**src/rtl/mcs_pkg.sv**
```systemverilog
package mcs_pkg;

  localparam int CLOCKS_PER_BEAT = 24;
  localparam int GAP_WIDTH       = 16;
  localparam int BEAT_WIDTH      = 21;
  localparam int TIMEOUT_WIDTH   = 16;
  localparam int CMP_WIDTH       = (GAP_WIDTH > TIMEOUT_WIDTH) ? GAP_WIDTH : TIMEOUT_WIDTH;
  localparam int CIB_WIDTH       = $clog2(CLOCKS_PER_BEAT + 1);
  localparam int SHIFT_MAX       = 4;
  localparam int SENT_WIDTH      = 5;
  localparam int SONG_WIDTH      = 14;
  localparam int TICK_WIDTH      = 32;
  localparam int REQ_WIDTH       = 8;

  localparam logic [GAP_WIDTH-1:0] GAP_MAX = '1;

  typedef enum logic [2:0] {
    OP_TIMER      = 3'd0,
    OP_MIDI       = 3'd1,
    OP_HOST       = 3'd2,
    OP_POLL_FLAGS = 3'd3,
    OP_POLL_CLOCK = 3'd4,
    OP_SET_TICK   = 3'd5,
    OP_AUTO_CHECK = 3'd6,
    OP_NOP        = 3'd7
  } op_t;

  localparam logic [1:0] MODE_MASTER = 2'd0;
  localparam logic [1:0] MODE_SLAVE  = 2'd1;
  localparam logic [1:0] MODE_AUTO   = 2'd2;

  localparam logic [1:0] HOST_START = 2'd0;
  localparam logic [1:0] HOST_CONT  = 2'd1;
  localparam logic [1:0] HOST_STOP  = 2'd2;

  localparam logic [1:0] CFG_CLOCK_MODE    = 2'd0;
  localparam logic [1:0] CFG_PPQN_SHIFT    = 2'd1;
  localparam logic [1:0] CFG_CLOCK_TIMEOUT = 2'd2;

  localparam logic [1:0]               RESET_CLOCK_MODE    = MODE_AUTO;
  localparam logic [2:0]               RESET_PPQN_SHIFT    = 3'd4;
  localparam logic [TIMEOUT_WIDTH-1:0] RESET_CLOCK_TIMEOUT = 16'd11000;

  localparam logic [7:0] MIDI_CLOCK    = 8'hF8;
  localparam logic [7:0] MIDI_START    = 8'hFA;
  localparam logic [7:0] MIDI_CONTINUE = 8'hFB;
  localparam logic [7:0] MIDI_STOP     = 8'hFC;
  localparam logic [7:0] MIDI_SPP      = 8'hF2;
  localparam logic [7:0] MIDI_STATUS   = 8'h80;
  localparam logic [7:0] MIDI_REALTIME = 8'hF8;

  localparam int PF_START = 0;
  localparam int PF_STOP  = 1;
  localparam int PF_CONT  = 2;
  localparam int PF_SONG  = 3;

  typedef enum logic [2:0] {
    RUN_OFF     = 3'b001,
    RUN_ARMED   = 3'b010,
    RUN_CLOCKED = 3'b100
  } run_t;

  localparam logic [1:0] RUN_CODE_OFF     = 2'd0;
  localparam logic [1:0] RUN_CODE_ARMED   = 2'd1;
  localparam logic [1:0] RUN_CODE_CLOCKED = 2'd2;

  typedef enum logic [2:0] {
    SP_IDLE = 3'b001,
    SP_LSB  = 3'b010,
    SP_MSB  = 3'b100
  } sp_t;

  typedef struct packed {
    logic                   slave_flag;
    run_t                   transport;
    logic [TICK_WIDTH-1:0]  tick_count;
    logic [REQ_WIDTH-1:0]   req_count;
    logic [3:0]             pending;
    logic [GAP_WIDTH-1:0]   gap;
    logic [GAP_WIDTH-1:0]   measured_gap;
    logic [BEAT_WIDTH-1:0]  beat_acc;
    logic [BEAT_WIDTH-1:0]  beat_latched;
    logic [SENT_WIDTH-1:0]  interp_sent;
    logic [CIB_WIDTH-1:0]   clocks_in_beat;
    logic [GAP_WIDTH-1:0]   interp_countdown;
    sp_t                    sp_state;
    logic [SONG_WIDTH-1:0]  spp_position;
  } state_t;

  localparam state_t STATE_RESET = '{
    slave_flag:       1'b0,
    transport:        RUN_OFF,
    tick_count:       '0,
    req_count:        '0,
    pending:          '0,
    gap:              '0,
    measured_gap:     '0,
    beat_acc:         '0,
    beat_latched:     '0,
    interp_sent:      '0,
    clocks_in_beat:   '0,
    interp_countdown: '0,
    sp_state:         SP_IDLE,
    spp_position:     '0
  };

  typedef struct packed {
    logic [1:0]               clock_mode;
    logic [2:0]               ppqn_shift;
    logic [TIMEOUT_WIDTH-1:0] clock_timeout;
  } cfg_t;

  typedef struct packed {
    op_t                   operation;
    logic [7:0]            rx_byte;
    logic [1:0]            host_cmd;
    logic [TICK_WIDTH-1:0] tick_value;
  } item_t;

  typedef struct packed {
    logic                  clock_valid;
    logic [TICK_WIDTH-1:0] tick_out;
    logic                  start_req;
    logic                  stop_req;
    logic                  cont_req;
    logic                  spp_req;
    logic [SONG_WIDTH-1:0] spp_value;
    logic [1:0]            run_state;
    logic                  is_master;
    logic [BEAT_WIDTH-1:0] beat_delay;
    logic                  clock_lost;
    logic                  switched_master;
  } result_t;

  function automatic logic [1:0] run_code(run_t r);
    logic [1:0] code;
    unique case (r)
      RUN_OFF:     code = RUN_CODE_OFF;
      RUN_ARMED:   code = RUN_CODE_ARMED;
      RUN_CLOCKED: code = RUN_CODE_CLOCKED;
      default:     code = RUN_CODE_OFF;
    endcase
    return code;
  endfunction

endpackage

```
**src/rtl/mcs_step.sv**
```systemverilog
module mcs_step
  import mcs_pkg::*;
(
  input  state_t  st,
  input  cfg_t    cfg,
  input  item_t   item,
  output state_t  st_next,
  output result_t res
);

  logic [2:0]            sh;
  logic [SENT_WIDTH-1:0] factor;
  logic [SENT_WIDTH-1:0] add_n;
  logic                  granted;
  logic                  switched;
  logic [3:0]            flags_shown;
  logic [TICK_WIDTH-1:0] tick_shown;
  logic                  slave_eff;
  logic                  is_clk_byte;
  logic [CIB_WIDTH-1:0]  cib_inc;
  logic [SONG_WIDTH-1:0] pos_new;
  logic [SONG_WIDTH+2:0] pos_ticks;
  logic [GAP_WIDTH-1:0]  cd_dec;

  assign sh     = (cfg.ppqn_shift > 3'(SHIFT_MAX)) ? 3'(SHIFT_MAX) : cfg.ppqn_shift;
  assign factor = SENT_WIDTH'(1) << sh;

  assign is_clk_byte = (item.rx_byte == MIDI_CLOCK) ||
                       ((item.rx_byte >= MIDI_START) && (item.rx_byte <= MIDI_STOP));
  assign slave_eff   = st.slave_flag || (cfg.clock_mode == MODE_AUTO);
  assign cib_inc     = st.clocks_in_beat + CIB_WIDTH'(1);
  assign cd_dec      = st.interp_countdown - GAP_WIDTH'(1);
  assign pos_new     = st.spp_position | SONG_WIDTH'({item.rx_byte[6:0], 7'd0});
  assign pos_ticks   = pos_new * 3'd6;

  always_comb begin
    st_next  = st;
    add_n    = '0;
    granted  = 1'b0;
    switched = 1'b0;

    unique case (item.operation)
      OP_TIMER: begin
        if (!st.slave_flag) begin
          if (st.transport == RUN_CLOCKED) add_n = SENT_WIDTH'(1);
        end else begin
          if (st.gap != GAP_MAX) st_next.gap = st.gap + GAP_WIDTH'(1);
          if (st.interp_countdown != '0) begin
            st_next.interp_countdown = cd_dec;
            if (cd_dec == '0 && st.interp_sent < factor) begin
              st_next.interp_countdown = st.measured_gap >> sh;
              st_next.interp_sent      = st.interp_sent + SENT_WIDTH'(1);
              if (st.transport == RUN_CLOCKED) add_n = SENT_WIDTH'(1);
            end
          end
        end
      end

      OP_MIDI: begin
        if (is_clk_byte) begin
          st_next.slave_flag = slave_eff;
          if (slave_eff) begin
            priority case (item.rx_byte)
              MIDI_CLOCK: begin
                st_next.measured_gap = st.gap;
                if (cib_inc < CIB_WIDTH'(CLOCKS_PER_BEAT)) begin
                  st_next.clocks_in_beat = cib_inc;
                  st_next.beat_acc       = st.beat_acc + BEAT_WIDTH'(st.gap);
                end else begin
                  st_next.clocks_in_beat = '0;
                  st_next.beat_latched   = st.beat_acc;
                  st_next.beat_acc       = BEAT_WIDTH'(st.gap);
                end
                st_next.gap              = '0;
                st_next.interp_countdown = st.gap >> sh;
                // catch up on interpolated ticks not yet sent, then the clock tick itself
                if (st.transport == RUN_CLOCKED && st.interp_sent < factor)
                  add_n = factor - st.interp_sent;
                if (st.transport != RUN_OFF) begin
                  st_next.interp_sent = SENT_WIDTH'(1);
                  add_n = add_n + SENT_WIDTH'(1);
                end else begin
                  st_next.interp_sent = '0;
                end
                if (st.transport == RUN_ARMED) st_next.transport = RUN_CLOCKED;
              end
              MIDI_START: begin
                st_next.pending[PF_START] = 1'b1;
                st_next.pending[PF_STOP]  = 1'b0;
                st_next.req_count         = '0;
                st_next.interp_sent       = factor;
                st_next.clocks_in_beat    = '0;
                st_next.beat_acc          = '0;
                st_next.tick_count        = '0;
                st_next.transport         = RUN_ARMED;
              end
              MIDI_CONTINUE: begin
                st_next.pending[PF_CONT] = 1'b1;
                st_next.pending[PF_STOP] = 1'b0;
                st_next.transport        = RUN_ARMED;
              end
              default: begin
                st_next.pending[PF_STOP] = 1'b1;
                st_next.transport        = RUN_OFF;
              end
            endcase
          end
        end else begin
          unique case (st.sp_state)
            SP_IDLE: begin
              if (item.rx_byte == MIDI_SPP) st_next.sp_state = SP_LSB;
            end
            SP_LSB, SP_MSB: begin
              // real-time bytes pass through, other status bytes abort
              if (item.rx_byte >= MIDI_REALTIME) begin
                st_next.sp_state = st.sp_state;
              end else if (item.rx_byte >= MIDI_STATUS) begin
                st_next.sp_state = SP_IDLE;
              end else if (st.sp_state == SP_LSB) begin
                st_next.spp_position = SONG_WIDTH'(item.rx_byte[6:0]);
                st_next.sp_state     = SP_MSB;
              end else begin
                st_next.spp_position     = pos_new;
                st_next.sp_state         = SP_IDLE;
                st_next.pending[PF_SONG] = 1'b1;
                st_next.tick_count       = TICK_WIDTH'(pos_ticks) << sh;
              end
            end
            default: st_next.sp_state = SP_IDLE;
          endcase
        end
      end

      OP_HOST: begin
        unique case (item.host_cmd)
          HOST_START: begin
            st_next.pending[PF_START] = 1'b1;
            st_next.transport         = RUN_CLOCKED;
          end
          HOST_CONT: begin
            st_next.pending[PF_CONT] = 1'b1;
            st_next.transport        = RUN_CLOCKED;
          end
          HOST_STOP: begin
            st_next.pending[PF_STOP] = 1'b1;
            st_next.transport        = RUN_OFF;
          end
          default: ;
        endcase
      end

      OP_POLL_CLOCK: begin
        if (st.pending == '0) begin
          if (TICK_WIDTH'(st.req_count) > st.tick_count)
            st_next.tick_count = TICK_WIDTH'(st.req_count);
          if (st.req_count != '0) granted = 1'b1;
        end
      end

      OP_SET_TICK: st_next.tick_count = item.tick_value;

      OP_AUTO_CHECK: begin
        if (st.slave_flag && cfg.clock_mode == MODE_AUTO &&
            CMP_WIDTH'(st.gap) >= CMP_WIDTH'(cfg.clock_timeout)) begin
          st_next.slave_flag = 1'b0;
          switched           = 1'b1;
        end
      end

      OP_POLL_FLAGS, OP_NOP: ;

      default: ;
    endcase

    st_next.tick_count = st_next.tick_count + TICK_WIDTH'(add_n);
    st_next.req_count  = st_next.req_count + REQ_WIDTH'(add_n);

    flags_shown = st_next.pending;
    if (item.operation == OP_POLL_FLAGS) st_next.pending = '0;

    tick_shown = st_next.tick_count;
    if (granted) begin
      tick_shown        = st_next.tick_count - TICK_WIDTH'(st_next.req_count);
      st_next.req_count = st_next.req_count - REQ_WIDTH'(1);
    end

    res.clock_valid     = granted;
    res.tick_out        = tick_shown;
    res.start_req       = flags_shown[PF_START];
    res.stop_req        = flags_shown[PF_STOP];
    res.cont_req        = flags_shown[PF_CONT];
    res.spp_req         = flags_shown[PF_SONG];
    res.spp_value       = st_next.spp_position;
    res.run_state       = run_code(st_next.transport);
    res.is_master       = !st_next.slave_flag;
    res.beat_delay      = st_next.beat_latched;
    res.clock_lost      = st_next.slave_flag &&
                          (CMP_WIDTH'(st_next.gap) >= CMP_WIDTH'(cfg.clock_timeout));
    res.switched_master = switched;
  end

endmodule

```
**src/rtl/midi_clock_sync_tick_generator.sv**
```systemverilog
// Sequencer tick generator, master on timer ticks or slave to incoming MIDI clock with
// 2^ppqn_shift (capped at 4) interpolated ticks per clock. Every accepted request yields exactly
// one result. One request is accepted per clock cycle unless in_stall is high; a request is
// registered in the item register on entry and its result in the result register. The rate rests
// on the combinational update of the sync state each request reads and rewrites. Configuration
// writes go straight into the registers and must only happen while no request is in flight.
module midi_clock_sync_tick_generator
  import mcs_pkg::*;
(
  input  logic                     clk,
  input  logic                     rst,

  input  logic                     in_valid,
  output logic                     in_stall,
  input  logic [2:0]               operation,
  input  logic [7:0]               rx_byte,
  input  logic [1:0]               host_cmd,
  input  logic [TICK_WIDTH-1:0]    tick_value,

  output logic                     out_valid,
  input  logic                     out_stall,
  output logic                     clock_valid,
  output logic [TICK_WIDTH-1:0]    tick_out,
  output logic                     start_req,
  output logic                     stop_req,
  output logic                     cont_req,
  output logic                     spp_req,
  output logic [SONG_WIDTH-1:0]    spp_value,
  output logic [1:0]               run_state,
  output logic                     is_master,
  output logic [BEAT_WIDTH-1:0]    beat_delay,
  output logic                     clock_lost,
  output logic                     switched_master,

  input  logic                     cfg_write,
  input  logic [1:0]               cfg_index,
  input  logic [TIMEOUT_WIDTH-1:0] cfg_data
);

  cfg_t    cfg;
  state_t  st;
  state_t  st_next;
  item_t   item;
  logic    item_valid;
  result_t res_next;
  result_t res;
  logic    fire;

  // the item register moves on whenever the result register can take a new result
  assign fire     = item_valid && (!out_valid || !out_stall);
  assign in_stall = item_valid && out_valid && out_stall;

  mcs_step u_step (
    .st      (st),
    .cfg     (cfg),
    .item    (item),
    .st_next (st_next),
    .res     (res_next)
  );

  always_ff @(posedge clk) begin
    if (rst) begin
      cfg.clock_mode    <= RESET_CLOCK_MODE;
      cfg.ppqn_shift    <= RESET_PPQN_SHIFT;
      cfg.clock_timeout <= RESET_CLOCK_TIMEOUT;
    end else if (cfg_write) begin
      unique case (cfg_index)
        CFG_CLOCK_MODE:    cfg.clock_mode    <= cfg_data[1:0];
        CFG_PPQN_SHIFT:    cfg.ppqn_shift    <= cfg_data[2:0];
        CFG_CLOCK_TIMEOUT: cfg.clock_timeout <= cfg_data;
        default: ;
      endcase
    end
  end

  always_ff @(posedge clk) begin
    if (rst) begin
      st <= STATE_RESET;
    end else if (cfg_write && cfg_index == CFG_CLOCK_MODE) begin
      st.slave_flag <= (cfg_data[1:0] == MODE_SLAVE);
    end else if (fire) begin
      st <= st_next;
    end
  end

  always_ff @(posedge clk) begin
    if (rst) begin
      item_valid <= 1'b0;
    end else if (!in_stall) begin
      item_valid <= in_valid;
    end
  end

  always_ff @(posedge clk) begin
    if (in_valid && !in_stall) begin
      item.operation  <= op_t'(operation);
      item.rx_byte    <= rx_byte;
      item.host_cmd   <= host_cmd;
      item.tick_value <= tick_value;
    end
  end

  always_ff @(posedge clk) begin
    if (rst) begin
      out_valid <= 1'b0;
    end else if (!out_valid || !out_stall) begin
      out_valid <= item_valid;
    end
  end

  always_ff @(posedge clk) begin
    if (fire) res <= res_next;
  end

  assign clock_valid     = res.clock_valid;
  assign tick_out        = res.tick_out;
  assign start_req       = res.start_req;
  assign stop_req        = res.stop_req;
  assign cont_req        = res.cont_req;
  assign spp_req         = res.spp_req;
  assign spp_value       = res.spp_value;
  assign run_state       = res.run_state;
  assign is_master       = res.is_master;
  assign beat_delay      = res.beat_delay;
  assign clock_lost      = res.clock_lost;
  assign switched_master = res.switched_master;

endmodule

```
**config.mk**
```make
export PLATFORM = sky130hd
export DESIGN_NAME = midi_clock_sync_tick_generator
export DESIGN_NICKNAME = d
export VERILOG_FILES = /design/src/rtl/mcs_pkg.sv /design/src/rtl/mcs_step.sv /design/src/rtl/midi_clock_sync_tick_generator.sv
export SDC_FILE = /design/constraint.sdc
export NUM_CORES = 1
export LEC_CHECK = 0
export BUFFER_PORTS_ARGS = -buffer_cell sky130_fd_sc_hd__clkbuf_2
export CAP_MARGIN = 0
export CORE_UTILIZATION = 42
export DETAILED_ROUTE_END_ITERATION = 8
export PLACE_DENSITY = 0.66
export SLEW_MARGIN = 20
export SYNTH_ARGS = -nofsm -noshare
export SYNTH_HDL_FRONTEND = slang
export SYNTH_HIERARCHICAL = 1
export SYNTH_SLANG_ARGS = --single-unit
export TNS_END_PERCENT = 100
```
**constraint.sdc**
```tcl
create_clock -name clk -period 10.1 [get_ports clk]
set_input_delay 1.01 -clock clk [delete_from_list [all_inputs] [get_ports clk]]
set_output_delay 1.01 -clock clk [all_outputs]
set_load 0.005 [all_outputs]
```
* Word-level counts from Yosys, hierarchy flattened
Cells that the tools add are included.
** Storage, ports and cells
- Bits of input ports :: 68
- Output and inout bits :: 79
- Word-level logic and storage cells :: 228
- Register bits :: 310
** Cells by class
- $mul :: 1
- Equal/unequal tests :: 34
- Shift-type cells :: 4
- Reductions and logical operators :: 40
- $lt $le $gt $ge :: 10
- Add/sub/neg operators :: 11
- Bitwise gates (word level) :: 3
- Muxes and demuxes :: 90
** Operator list (count)
- 32-bit 2-to-1 mux :: 9
- 103-bit 2-to-1 mux :: 2
- 165-bit 2-to-1 mux :: 1
- 16-bit 2-to-1 mux :: 6
- 32-bit one-hot mux with 3 select lines :: 1
- 5-bit 2-to-1 mux :: 16
- 16-bit one-hot mux with 2 select lines :: 2
- 21-bit 2-to-1 mux :: 3
- 58-bit 2-to-1 mux :: 1
- 17-bit 2-to-1 mux :: 3
- 43-bit 2-to-1 mux :: 1
- 14-bit 2-to-1 mux :: 3
- 21-bit one-hot mux with 2 select lines :: 1
- 40-bit 2-to-1 mux :: 1
- 32-bit by 5-bit adder with 32-bit output :: 1
- 8-bit == test (second input constant) :: 4
- 16-bit >= comparator :: 2
- 8-bit by 32-bit > comparator with 1-bit output :: 1
- 17-bit by 3-bit << shifter with 32-bit output :: 1
- 16-bit by 3-bit >> shifter with 16-bit output :: 2
- 32-bit by 8-bit subtractor with 32-bit output :: 1
- 3-bit one-hot mux with 2 select lines :: 5
- 8-bit >= comparator (second input constant) :: 3
- 21-bit by 16-bit adder with 21-bit output :: 1
- 48 further kinds :: 122

* Longest topological paths before layout
- Depth in word-level cells :: 21
- Depth in mapped cells :: 34
- Gate-level depth less buffers :: 30

* By module
The synthesis kept the hierarchy.
** By module, submodules not included
- midi_clock_sync_tick_generator :: area each 11881.4 µm², cells an instance 938, times used 1, sequential area each 7427.1 µm²
- mcs_step :: area each 11474.8 µm², cells an instance 1791, times used 1, sequential area each 0.0 µm²

* Worst setup path before layout
No wires, ideal clock.
- Path type :: register to register
- From :: reg, netlist name cfg[17]
- To :: reg res, in the netlist tick_out[30], data pin
- Arrival time :: 6.943 ns
- Path buffers :: 2
- Stages on the path, launching flop included :: 32
- Setup time :: 0.263 ns
- Slack :: 2.894 ns
- Required time :: 9.837 ns
- Cells stage by stage :: dfxtp_1 > clkbuf_1 > nor3_1 > clkinv_1 > ha_1 > nor4_1 > a211oi_1 > o21ai_0 > nand2_1 > or4_1 > nor2b_1 > clkbuf_1 > o21ai_0 > o21ai_0 > ha_1 > inv_1 > fa_1 > xnor2_1 > xnor2_1 > ha_1 > nor2b_1 > o21ai_0 > nand2b_1 > a21o_1 > a21o_1 > a21o_1 > a211o_1 > o21bai_1 > or3_1 > nor4_1 > nand3_1 > xnor2_1
** RTL lines
- end signal: assignment :: RTL line midi_clock_sync_tick_generator.sv:112 : if (fire) res <= res_next;
- end: declaration :: RTL line midi_clock_sync_tick_generator.sv:46 : result_t res;

==> flow_metrics.py <==
metrics = {
    "placed_design": {
        "place.port_buffers": 146,
        "hpwl_mm": 49.7,
        "gp_congestion": 0.956,
    },
    "routing": {
        "drc_errors": 2,
        "dr_total_vias": 20200,
        "viasPerCell": 5.75,
        "drt-initial-drc-count": 1984,
        "wl_per_cell_um": 19.4,
        "first_pass_iters": 9,
        "wl_mm": 68.3,
        "antenna_left": 0,
    },
    "logic_synthesis": {
        "netlist_top_cells_area": "dfxtp_1 16%, edfxtp_1 16%, nand2b_1 9.3%",
        "synth_cell_types": 109,
        "yosysTopAreaCell": "dfxtp_1",
        "synthArstFlopShare_pct": 0,
        "avgSynthCellArea_um2": 8.56,
        "synth_cells": 2729,
        "synth_common_cells": "349 x nand2b_1, 287 x nand2_1, 189 x mux2i_1",
        "synth_top_area_share_pct": 16.1,
        "yosysSeqAreaShare_pct": 31.8,
        "synth_fp_nets": 2899,
        "syn_area_um2": 23400,
        "post-synth-top-count-cell": "nand2b_1",
        "synth-edff-count": 122,
        "synthFlopType": "dfxtp_1",
        "yosys_warnings": 6,
        "ys_ff_latch": 310,
    },
    "cts": {
        "cts-root-buf": "clkbuf_16",
        "cts_hold_buf": 0,
        "clockBufferDepth": 3,
        "cts_sinks": 310,
        "post_cts_buffers": 0,
        "worst_skew_pair.late_latency_ns": 0.58,
        "cts-resized-gates": 0,
        "cts_buffers": 38,
        "cts_tree": "yes",
        "cts.clk_slew.worst_paths_ns": 0.06,
        "htreeDepth": 2,
    },
    "run": {
        "drv_cap": 0,
    },
    "worst_setup_path": {
        "critical_path_class": "reg -> reg",
        "cp.arrival_ns": 8.69,
        "r2r_slack_ns": 1.71,
        "required_ns": 10.40,
        "endpoint_kind": "flip-flop",
        "crit_top_cell": "o21ai_0",
        "worst-path-max-fanout": 47,
        "crit_path_top_delay_cell": "or4_1",
        "cp_slowest_stage_delay_ns": 0.59,
        "start_kind": "flip-flop",
    },
    "grt": {
        "grt.total_usage_pct": 23.6,
        "grt.overflow.total": 0,
        "grt_max_degree": 142,
        "grt_pass1_wl_mm": 107,
        "antenna_found_initial": 0,
        "grt_pass1_vias": 18900,
    },
    "timing": {
        "clock_skew_ns": 0.0300,
        "worst_slew_pin_slew_ns": 0.998,
        "whs_ns": 0.456,
        "fin_setup_tns_ns": 0,
        "timing.final.crit_period_ns": 8.39,
        "setup_violations": 0,
        "slew_violations": 0,
        "hold_viol": 0,
        "max_freq_mhz": 119,
        "rsz0062_at_grt": "false",
        "relSlewSlack_pct": 31.7,
        "period_share_pct": 83.1,
    },
    "floorplanning": {
        "fp.coreArea_um2": 55000,
        "dieArea_um2": 56600,
        "start_util_pct": 42.5,
        "die_height_um": 238,
        "dieWidth_um": 238,
        "ios": 147,
        "placement_rows": 86,
    },
    "power_and_ir_drop": {
        "p_per_area_nw_per_um2": 122,
        "leakage_uw": 0.00964,
        "irDropWorstVdd_v": 0.000113,
    },
    "cells_and_area": {
        "fillerInstances": 5266,
        "final_net_count": 2905,
        "drive_above_1_share_pct": 12.1,
        "syn2layout_area_growth_pct": 9.22,
    },
    "run_status": {
        "status": "finished, violations left",
        "violations": "design-rule violations",
    },
    "hold_path": {
        "hp-class": "reg -> reg",
    },
}
==> layout by cell type, fill, tap and decap left out, types with 10 or more instances in the layout <==
cell type | Yosys | final
nand3_1 | 66 | 66
a22oi_1 | 20 | 20
and2_1 | 22 | 22
nor4_1 | 30 | 30
dfxtp_1 | 188 | 186
buf_4 | 40 | 25
nor2b_1 | 28 | 25
mux2i_1 | 189 | 189
a211oi_1 | 26 | 26
or3_1 | 19 | 19
o211ai_1 | 18 | 18
o21a_1 | 14 | 14
nor3_1 | 40 | 39
nand2_1 | 287 | 287
o21ai_0 | 142 | 142
nor2_1 | 143 | 142
clkbuf_16 | 0 | 40
or2_2 | 19 | 19
a311oi_1 | 17 | 17
inv_1 | 82 | 81
edfxtp_1 | 122 | 122
nand4_1 | 24 | 24
ha_1 | 97 | 97
xnor2_1 | 66 | 66
a22o_1 | 17 | 17
nand2b_1 | 349 | 349
and3_1 | 26 | 26
o21bai_1 | 10 | 10
clkbuf_2 | 2 | 145
nand3b_1 | 15 | 15
a31oi_1 | 17 | 17
a21o_1 | 43 | 43
a21oi_1 | 124 | 123
xor2_1 | 36 | 36
mux2_2 | 33 | 33
o31ai_1 | 10 | 10
o22ai_1 | 12 | 12
==> worst paths after layout <==
| kind | startpoint | end | depth (start not counted) |
|---|---|---|---|
| setup / recovery | cfg[16]$_SDFFE_PP0P_ | tick_out[30]$_DFFE_PP_ | 31 |
| hold / removal | cfg[14]$_SDFFE_PP0P_ | cfg[14]$_SDFFE_PP0P_ | 2 |
| setup reg to reg | cfg[16]$_SDFFE_PP0P_ | tick_out[30]$_DFFE_PP_ | 31 |
| hold reg to reg | cfg[14]$_SDFFE_PP0P_ | cfg[14]$_SDFFE_PP0P_ | 2 |
==> sequential cells by signal, indices dropped and copies added, names as in the netlist, 2 cells and up <==
register,flops
st,165
run_state,2
tick_out,32
spp_value,14
beat_delay,21
item,45
cfg,21
==> kinds of logic (layout without fill, tap and decap cells) <==
group,Yosys count,count (layout),share of synthesized area [%]
fa+ha+maj,104,104,5.71
other cells,0,1,0
mux,223,223,9.79
buf+inv,291,327,6.11
compound gates,577,577,16.9
simple gates,1119,1119,25.6
flops,310,310,31.8
xor+xnor,105,105,4.11
==> critical path, delay by kind of cell, from the launching register on <==
family	cells	cell delay [ns]
AOI/OAI and AO/OA	9	2.05
xor gates and xnor gates	3	0.62
and+or+nand+nor	11	2.93
DFF	1	0.34
adders and majority gates	4	1.23
buffers and inverters	4	0.96
==> through the flow <==
stage               area (um^2)  worst slack (ns)  power [uW]  instances  util, %
floorplan                 23400              2.89        1600       2729        -
global placement          24200              1.98        1690       3443     43.9
detailed placement        24200              1.81        1700       3443     43.9
CTS                       25500              1.77        3150       3513     46.4
global route              25500              1.06        3230       3513     46.4
finish                    25500              1.71        3120       3514     46.4
==> report_power, final <==
| part | switching (uW) | internal [uW] | leakage (uW) |
|---|---|---|---|
| registers | 23.4 | 1330 | 0.00269 |
| clock network | 586 | 861 | 0.000658 |
| logic | 195 | 123 | 0.00629 |
| total | 805 | 2320 | 0.00964 |
==> per-layer routing <==
metal	share of wire, %	vias to the layer above	track usage, %
met5	0	-	0
met4	2.5	0	6.39
met3	6.9	107	3.52
met2	44	713	36.3
met1	47	9645	34.3
li1	-	9728	-
==> layout make-up <==
class	instances	area (um^2)	share of cell area, %
inverters	84	317	1.24
flip-flops and latches	310	7430	29.1
clock buffers	47	1060	4.14
well taps	748	936	3.67
clock inverters	23	282	1.10
repair buffers	173	956	3.75
diodes	1	2.50	0.00981
multi-input cells	2128	14500	57.0
No activity file was read; power rests on OpenSTA's default activity.
